==> config.mk <==
export PLATFORM = sky130hd
export DESIGN_NAME = ais_cell
export DESIGN_NICKNAME = d
export VERILOG_FILES = /design/src/design/ais_pkg.sv /design/src/design/ais_cell.sv
export SDC_FILE = /design/constraint.sdc
export NUM_CORES = 1
export LEC_CHECK = 0
export BUFFER_PORTS_ARGS = -buffer_cell sky130_fd_sc_hd__buf_2
export CORE_UTILIZATION = 45
export DETAILED_ROUTE_END_ITERATION = 6
export PLACE_DENSITY = 0.8
export SLEW_MARGIN = 0
export SYNTH_ARGS = -nofsm -noshare
export SYNTH_HDL_FRONTEND = slang
export SYNTH_SLANG_ARGS = --single-unit
==> constraint.sdc <==
create_clock -name clk -period 5 [get_ports clk]
set_clock_uncertainty 0.05 [all_clocks]
set_input_delay 0.25 -clock clk [delete_from_list [all_inputs] [get_ports clk]]
set_output_delay 0.25 -clock clk [all_outputs]
set_load 0.03 [all_outputs]
==> src/design/ais_pkg.sv <==
package ais_pkg;

  localparam int WORD_W        = 32;
  localparam int MAX_ITEMS_DEF = 64;

  typedef logic signed [WORD_W-1:0] word_t;

  // value handed from one cell to the next during insertion
  typedef struct packed {
    logic  valid;
    word_t value;
  } carry_t;

  // contents of one cell as seen by its neighbor
  typedef struct packed {
    logic  full;
    word_t value;
  } slot_t;

  typedef struct packed {
    logic shift;
  } cell_ctrl_t;

endpackage

==> src/design/ais_cell.sv <==
module ais_cell import ais_pkg::*; (
  input  logic       clk,
  input  logic       rst,
  input  cell_ctrl_t ctrl,
  input  carry_t     carry_in,
  input  slot_t      right,
  output carry_t     carry_out,
  output slot_t      slot
);

  logic  full;
  word_t value;
  carry_t carry;

  always_ff @(posedge clk) begin
    if (rst) begin
      full        <= 1'b0;
      carry.valid <= 1'b0;
    end else if (ctrl.shift) begin
      // drain: take the neighbor's contents
      full        <= right.full;
      value       <= right.value;
      carry.valid <= 1'b0;
    end else begin
      carry.valid <= 1'b0;
      if (carry_in.valid) begin
        if (!full) begin
          full  <= 1'b1;
          value <= carry_in.value;
        end else if (carry_in.value < value) begin
          // keep the smaller one, pass the displaced value on
          value       <= carry_in.value;
          carry.value <= value;
          carry.valid <= 1'b1;
        end else begin
          carry.value <= carry_in.value;
          carry.valid <= 1'b1;
        end
      end
    end
  end

  assign carry_out = carry;
  assign slot      = '{full: full, value: value};

endmodule

After elaboration in Yosys (flattened, before gate mapping)
Index checks and enable logic that the tools add are counted.
W data, S select, Z words.
{"block": "word_totals", "ff_bits": 66, "latchBits": 0, "ramBits": 0, "mem_bits_ro": 0, "input_bits": 69, "out_inout_bits": 66, "n_memories": 0}
{"block": "classes", "add_sub_neg": 0, "mul": 0, "div": 0, "order_cmp": 1, "n_eq_ne": 1, "shifts": 0, "n_mux": 7, "n_bitwise": 4, "reduce_logical": 4}
{"operator": "$mux W32", "count": 5}
{"operator": "$lt A32 B32 Y1", "count": 1}
{"operator": "$not A1 Y1", "count": 4}
{"operator": "$reduce_and A4 Y1", "count": 1}
{"operator": "$reduce_or A4 Y1", "count": 1}
{"operator": "$ne A3 B2 Y1 const B", "count": 1}
{"operator": "$reduce_and A3 Y1", "count": 1}
{"operator": "$mux W1", "count": 2}
{"operator": "$reduce_bool A2 Y1", "count": 1}

Depth between registers and ports, before layout
Gate-level depths: netlist of the first run.
{"block": "logic_depth", "ltp_word": 5, "depth_mapped": 9, "ltp_nobuf": 8}

Worst setup path after synthesis of the first run
Ideal clock, no wire load.
{"block": "synth_timing", "path_kind": "input to register", "start": "in ctrl", "end": "reg carry, in the netlist carry_out[0] (enable)", "setup_ns": 0.517, "t_arrival_ns": 4.163, "t_required_ns": 4.433, "path_slack_ns": 0.270, "stages": 3, "n_path_buf": 2, "path_cell_list": "clkbuf_1 > clkbuf_1 > nor4b_1"}
{"block": "synth_via", "elab_chain_cells": 2}
{"element": "start, declared", "line_no": "ais_cell.sv:4", "source": "input cell_ctrl_t ctrl,"}
{"element": "$not A1 Y1 (no line)"}
{"element": "$reduce_and A4 Y1 (no line)"}
{"element": "end, declared", "line_no": "ais_cell.sv:13", "source": "carry_t carry;"}
No other way between the ends.
A chain may end at the register's enable or synchronous reset.

Worst setup path in the final report of the first run
{"block": "layout_timing", "start": "reg value[25]", "end": "reg carry, in the netlist carry_out[0] (data pin)"}
{"block": "layout_via", "elab_chain_cells": 2}
{"element": "start, declared", "line_no": "ais_cell.sv:12", "source": "word_t value;"}
{"element": "start signal, assigned", "line_no": "ais_cell.sv:22", "source": "value <= right.value;"}
{"element": "start signal, assigned", "line_no": "ais_cell.sv:29", "source": "value <= carry_in.value;"}
{"element": "start signal, assigned", "line_no": "ais_cell.sv:32", "source": "value <= carry_in.value;"}
{"element": "$lt A32 B32 Y1", "line_no": "ais_cell.sv:30", "source": "end else if (carry_in.value < value) begin"}
{"element": "$mux W32", "line_no": "ais_cell.sv:30"}
No other way between the ends.

==> qor.csv, run 1 <==
stage,metric,value,unit
run_status,outcome,"finished, final reports clean",
yosys,Mapped Avg Cell Area,14.3,µm²
clock_network,postcts setup bufs,0,
yosys,Yosys top cell area share,52.0,%
floorplan,die height,92.6,µm
pwr,pwr/cell area,325,nW/µm²
pwr,NetSw,0.396,mW
clock_network,TritonCTS clock tree,built,
cells_and_area,share of cells above drive strength 1,54.7,%
yosys,synth cell count leaders,"edfxtp_1 (64), mux2_2 (35), inv_1 (33), ha_1 (31), mux2_4 (29)",
cells_and_area,FF/Latch Area,1960,µm²
cells_and_area,fillers,632,
timing,max_slew headroom,34.2,%
yosys,prevailing post-synth register cell,edfxtp_1,
timing,FMAX,309,MHz
drt,routed length per placed instance,15.2,µm
placement,DP Wirelength,5700,µm
clock_network,total CTS buffers,9,
yosys,Post-synth EDFFs,64,
pwr,Clock Power Share,35.7,%
pwr,sequential power share,43.2,%
cells_and_area,Area growth syn-to-layout,27.4,%
job,Max-Cap Viols,0,
drt,ANT nets after route,0,
clock_network,H-tree Lvls,3,
clock_network,clock-pin slew on the worst setup and hold paths,80,ps
placement,placed cell area,4470,µm²
placement,gpl congestion,0.744,
timing,setup TNS,0,ps
timing,Final Critical Period,3230,ps
cells_and_area,Multi-input gate area,1560,µm²
yosys,top-count cell post-synth,edfxtp_1,
clock_network,CTS max path bufs,2,
timing,Slew @ Worst Pin,974,ps
drt,vias,2539,
global_route,pin count of the biggest net entering global routing,38,
yosys,syn nets,359,
worst_setup_path,CP endpoint kind,flop,
cells_and_area,Layout Nets,499,
timing,final hold vios,0,
drt,First-pass DRT Iterations,4,
floorplan,row count,32,
yosys,synthesized cell area,3690,µm²
timing,Final setup viols,0,
clock_network,cts hold-fix bufs,0,
timing,setup slack after layout,1770,ps
yosys,Synth async-reset ratio,0,%
floorplan,die area,8580,µm²
floorplan,# IOs,135,
clock_network,Num Clock Sinks,66,
yosys,Synth Warn #,0,
placement,IO buf count,134,
cells_and_area,fin area,4710,µm²
worst_setup_path,Required @ worst endpoint,5050,ps
global_route,vias in the first global route,2573,
clock_network,Root Buffer,clkbuf_8,
floorplan,Initial Utilization,47.1,%
cells_and_area,final core occ,60.0,%
placement,Post-Place Worst Slack,1770,ps
yosys,Mapped Cells,259,
drt,final wirelength,7680,µm
pwr,combinational group share of total power,21.1,%
yosys,Synth area leaders,"edfxtp_1 (52%), mux2_4 (12%), mux2_2 (11%)",
worst_setup_path,CP Launch Type,flop,
global_route,first-pass GRT wire length,11800,µm
floorplan,Die Wd,92.6,µm
worst_setup_path,critical path class,reg -> reg,
global_route,grt ovf,0,
worst_hold_path,Hold/Removal Path Class,in -> reg,
timing,RSZ-0062 raised after global routing,no,
drt,First DRT Iteration DRCs,60,
yosys,Yosys top cell by area,edfxtp_1,
global_route,antenna violations before repair,0,
pwr,maximum VDD drop,0.183,mV
yosys,register area share after synthesis,53.1,%
worst_setup_path,crit-path max FO,31,
pwr,cell-internal power,1.13,mW
clock_network,post-cts sizing count,0,
yosys,Yosys reg bits,66,
timing,Final period util,64.6,%
worst_setup_path,WP data arrival,3280,ps
drt,Via density,5.02,
timing,fin. max-slew vios,0,
yosys,count of cell types in the netlist,29,
drt,Residual DRC,0,
global_route,All-Layer GR Usage,18.3,%
clock_network,worst skew pair latency,340,ps
pwr,Switching Share,25.9,%
cells_and_area,ant diodes,0,
pwr,Static Leak,2.18,nW
floorplan,placeable core area,7850,µm²
-- cell families (layout without fill, tap and decap cells) --
kind of cell	after synthesis	count (layout)	synth area share, %
flops	66	66	53.1
mux	64	64	22.5
buf+inv	41	186	4.88
fa+ha+maj	31	31	10.5
simple gates	29	29	3.89
compound gates	28	28	5.18
-- sequential cells by signal, summed over array words and instances (netlist names) --
name / flops
carry_out: 33
full: 1
value: 32
-- metrics by stage --
stage               cells  hold WS, ps  total power, mW
global placement      490          405            0.985
finish                506         55.1             1.53
floorplan             259          272            0.913
detailed placement    490          407            0.999
CTS                   506         36.7             1.54
global route          506         50.0             1.59
-- cells in the final DEF (no fill, tap or decap), drive strengths merged --
cell type | netlist | final
a211oi | 3 | 3
a21o | 1 | 1
a21oi | 12 | 12
a221o | 2 | 2
a221oi | 1 | 1
a41oi | 1 | 1
and2 | 1 | 1
and4 | 3 | 3
buf | 4 | 137
bufinv | 0 | 3
clkbuf | 4 | 9
clkinv | 0 | 1
clkinvlp | 0 | 3
dfxtp | 2 | 2
edfxtp | 64 | 64
ha | 31 | 31
inv | 33 | 33
mux2 | 64 | 64
nand2 | 9 | 9
nand3 | 2 | 2
nand4 | 2 | 2
nor2 | 10 | 10
nor2b | 1 | 1
nor4b | 1 | 1
o21ai | 5 | 5
o2bb2ai | 1 | 1
o31a | 1 | 1
o41ai | 1 | 1
-- area by class of cell --
| cell class | instances | share of cell area, % |
|---|---|---|
| clock inverter | 7 | 2.50 |
| timing repair buffer | 137 | 14.7 |
| clock buffer | 9 | 2.63 |
| tap | 102 | 2.71 |
| sequential | 66 | 41.7 |
| multi-input combinational | 152 | 33.1 |
| inverter | 33 | 2.63 |
-- path summary, 6_finish.rpt --
kind,cells after the start,from,slack [ps],endpoint
hold / removal,2,rst,60,full$_SDFFE_PP0P_
setup / recovery,9,value[25]$_DFFE_PP_,1770,carry_out[0]$_DFFE_PP_
setup reg to reg,9,value[25]$_DFFE_PP_,1770,carry_out[0]$_DFFE_PP_
hold reg to reg,1,value[22]$_DFFE_PP_,550,carry_out[22]$_DFFE_PP_
-- critical path, cell delays in order, from the launching register on --
cell       delay [ps]
edfxtp_1          410
inv_1              70
ha_1              230
a21o_1            190
a221o_1           320
a221o_1           380
o2bb2ai_1         170
a211oi_4          230
buf_4             530
mux2_2            390
-- power groups by stage --
stage	clock, mW	sequential (mW)	combinational [mW]
2_1_floorplan	0	0.716	0.197
6_report	0.545	0.661	0.323
5_1_grt	0.575	0.664	0.349
3_3_place_gp	0	0.672	0.313
4_1_cts	0.556	0.661	0.326
3_5_place_dp	0	0.674	0.325
-- metal layers --
| layer | global-route usage [%] | share of wire, % | vias to the layer above |
|---|---|---|---|
| met5 | 0 | 0 | - |
| met1 | 21.1 | 41 | 1189 |
| met3 | 4.02 | 5.8 | 9 |
| met4 | 6.79 | 1.3 | 0 |
| met2 | 33.0 | 52 | 98 |
| li1 | - | - | 1243 |
No activity file was read; power rests on OpenSTA's default activity.
==> run 2, diff against run 1 <==
CORE_UTILIZATION = 50   (was 45)
PLACE_DENSITY = 0.84   (was 0.8)
clock period = 3.3 ns   (was 5 ns; I/O delays follow)
==> run 2 against run 1 <==
  * Sequential share of layout area barely moved
  * Total power rose by 37%
  * Die area fell by 9.8%
  * Worst hold slack worse by 34 ps
  * Critical path depth grew 1
  * Combinational power grew 60%
  * Worst setup slack worse by 1600 ps
  * Maximum frequency rose by 3.9%
  * First-iteration DRC count increased by 47%
  * Final cell count fell by 0.40%
  * Critical endpoint is now value[23]$_DFFE_PP_
  * Highest routed layer unchanged
==> qor.csv, run 2 (synthesis gave the netlist of run 1 again) <==
stage,metric,value,unit
cells_and_area,Area growth syn-to-layout,27.4,%
global_route,vias in the first global route,2604,
pwr,Static Leak,2.19,nW
worst_setup_path,CP Launch Type,flop,
global_route,pin count of the biggest net entering global routing,38,
cells_and_area,fin area,4710,µm²
timing,final hold vios,0,
timing,setup slack after layout,189,ps
worst_setup_path,critical path class,reg -> reg,
clock_network,Root Buffer,clkbuf_8,
floorplan,die height,88.0,µm
clock_network,CTS max path bufs,2,
drt,Via density,5.08,
global_route,grt ovf,0,
placement,IO buf count,134,
timing,RSZ-0062 raised after global routing,no,
global_route,All-Layer GR Usage,20.7,%
floorplan,die area,7740,µm²
run_status,outcome,"finished, final reports clean",
worst_setup_path,WP data arrival,3080,ps
global_route,antenna violations before repair,0,
cells_and_area,Multi-input gate area,1580,µm²
cells_and_area,most frequent cells in the layout,"buf_2 (134), edfxtp_1 (64), mux2_2 (35), inv_1 (33), ha_1 (31)",
clock_network,worst skew pair latency,340,ps
global_route,first-pass GRT wire length,11800,µm
cells_and_area,"commonest non-fill, non-tap cell in the layout",buf_2,
cells_and_area,share of cells above drive strength 1,54.4,%
clock_network,cts hold-fix bufs,1,
timing,Fin Hold WS,21.3,ps
timing,Slew @ Worst Pin,899,ps
cells_and_area,ant diodes,0,
placement,gpl congestion,0.806,
job,Max-Cap Viols,0,
drt,final wirelength,7810,µm
clock_network,clock-pin slew on the worst setup and hold paths,70,ps
drt,First-pass DRT Iterations,4,
timing,Final period util,94.3,%
placement,Cells after DPL,487,
worst_setup_path,RR Endpoint,value[23]$_DFFE_PP_,
worst_setup_path,CP endpoint kind,flop,
cells_and_area,max reg flops,33,
timing,setup TNS,0,ps
clock_network,postcts setup bufs,0,
clock_network,total CTS buffers,9,
cells_and_area,"Cell Count, Final, Fillers Out",504,
worst_setup_path,worst reg2reg setup slack,190,ps
drt,vias,2561,
floorplan,# IOs,135,
clock_network,Num Clock Sinks,66,
timing,Final Critical Period,3110,ps
drt,First DRT Iteration DRCs,88,
timing,max_slew headroom,40.1,%
floorplan,Initial Utilization,52.9,%
worst_hold_path,hold path cells,3,
worst_hold_path,startpoint of the worst hold path,right[32],
timing,fin. max-slew vios,0,
worst_setup_path,Critical path origin,value[25]$_DFFE_PP_,
clock_network,post-cts sizing count,0,
pwr,Switching Share,28.3,%
floorplan,Die Wd,88.0,µm
pwr,maximum VDD drop,0.245,mV
drt,Residual DRC,0,
timing,FMAX,321,MHz
pwr,NetSw,0.594,mW
cells_and_area,FF/Latch Area,1960,µm²
placement,placed cell area,4540,µm²
clock_network,TritonCTS clock tree,built,
pwr,sequential power share,47.8,%
pwr,Clock Power Share,27.5,%
timing,Final setup viols,0,
drt,ANT nets after route,0,
worst_hold_path,Hold/Removal Path Class,in -> reg,
pwr,combinational group share of total power,24.7,%
pwr,cell-internal power,1.50,mW
worst_setup_path,R2R Path Start,value[25]$_DFFE_PP_,
cells_and_area,fillers,508,
cells_and_area,Layout Nets,503,
worst_setup_path,FF-to-FF path depth,10,
placement,DP Wirelength,5970,µm
clock_network,H-tree Lvls,3,
placement,Post-Place Worst Slack,187,ps
worst_setup_path,Required @ worst endpoint,3270,ps
worst_setup_path,crit-path max FO,14,
worst_hold_path,WHS Endpoint,full$_SDFFE_PP0P_,
drt,routed length per placed instance,15.5,µm
pwr,pwr/cell area,446,nW/µm²
floorplan,row count,30,
floorplan,placeable core area,6980,µm²
run 2: cell types whose count changed in the layout (fill, tap and decap cells not counted):
cell           previous run  this run
buf_12                    0         3
bufinv_16                 3         0
clkbuf_1                  0         1
clkinv_1                  0         1
clkinv_2                  1         3
clkinvlp_4                3         2
dlygate4sd3_1             0         1
nor4b_2                   1         0
nor4b_4                   0         1
o31a_2                    1         0
o31a_4                    0         1
run 2: routing by layer:
metal | routed length (µm) | global-route usage, %
met4 | 132 | 8.94
met1 | 3230 | 23.9
met5 | 0 | 0
met2 | 3970 | 36.9
met3 | 478 | 4.81
run 2: how the worst max path moves through the flow:
stage	endpoint	slack, ps	depth (start not counted)
after floorplan	value[0]$_DFFE_PP_	150	9
after global placement	value[16]$_DFFE_PP_	290	10
after detailed placement	value[16]$_DFFE_PP_	190	10
after CTS	value[23]$_DFFE_PP_	170	10
after global routing	value[25]$_DFFE_PP_	80	10
final	value[23]$_DFFE_PP_	190	10
run 2: cell type report:
class / instances / share of cell area (%)
clock inverters: 6 / 0.718
flip-flops and latches: 66 / 41.7
clock buffers: 10 / 2.71
multi-input cells: 152 / 33.5
inverters: 33 / 2.63
well taps: 96 / 2.55
repair buffers: 141 / 16.2
run 2: power by group through the flow:
stage | combinational [mW] | clock [mW] | sequential [mW]
after floorplan | 0.301 | 0 | 1.08
after global placement | 0.504 | 0 | 1.02
after detailed placement | 0.522 | 0 | 1.02
after CTS | 0.524 | 0.584 | 1.00
after global routing | 0.560 | 0.622 | 1.01
final | 0.518 | 0.577 | 1.00
run 2: critical path: stages (launching register included):
cell       delay, ps
edfxtp_1         410
inv_1             80
ha_1             240
a21o_1           180
a221o_1          320
a221o_1          380
o2bb2ai_1        170
a211oi_4         350
buf_12           210
o31a_4           160
buf_4            240
run 2: through the flow:
stage               utilization [%]  power [mW]
floorplan                         -        1.38
global placement               65.0        1.52
detailed placement             65.0        1.54
CTS                            67.4        2.11
global route                   67.4        2.19
finish                         67.4        2.10
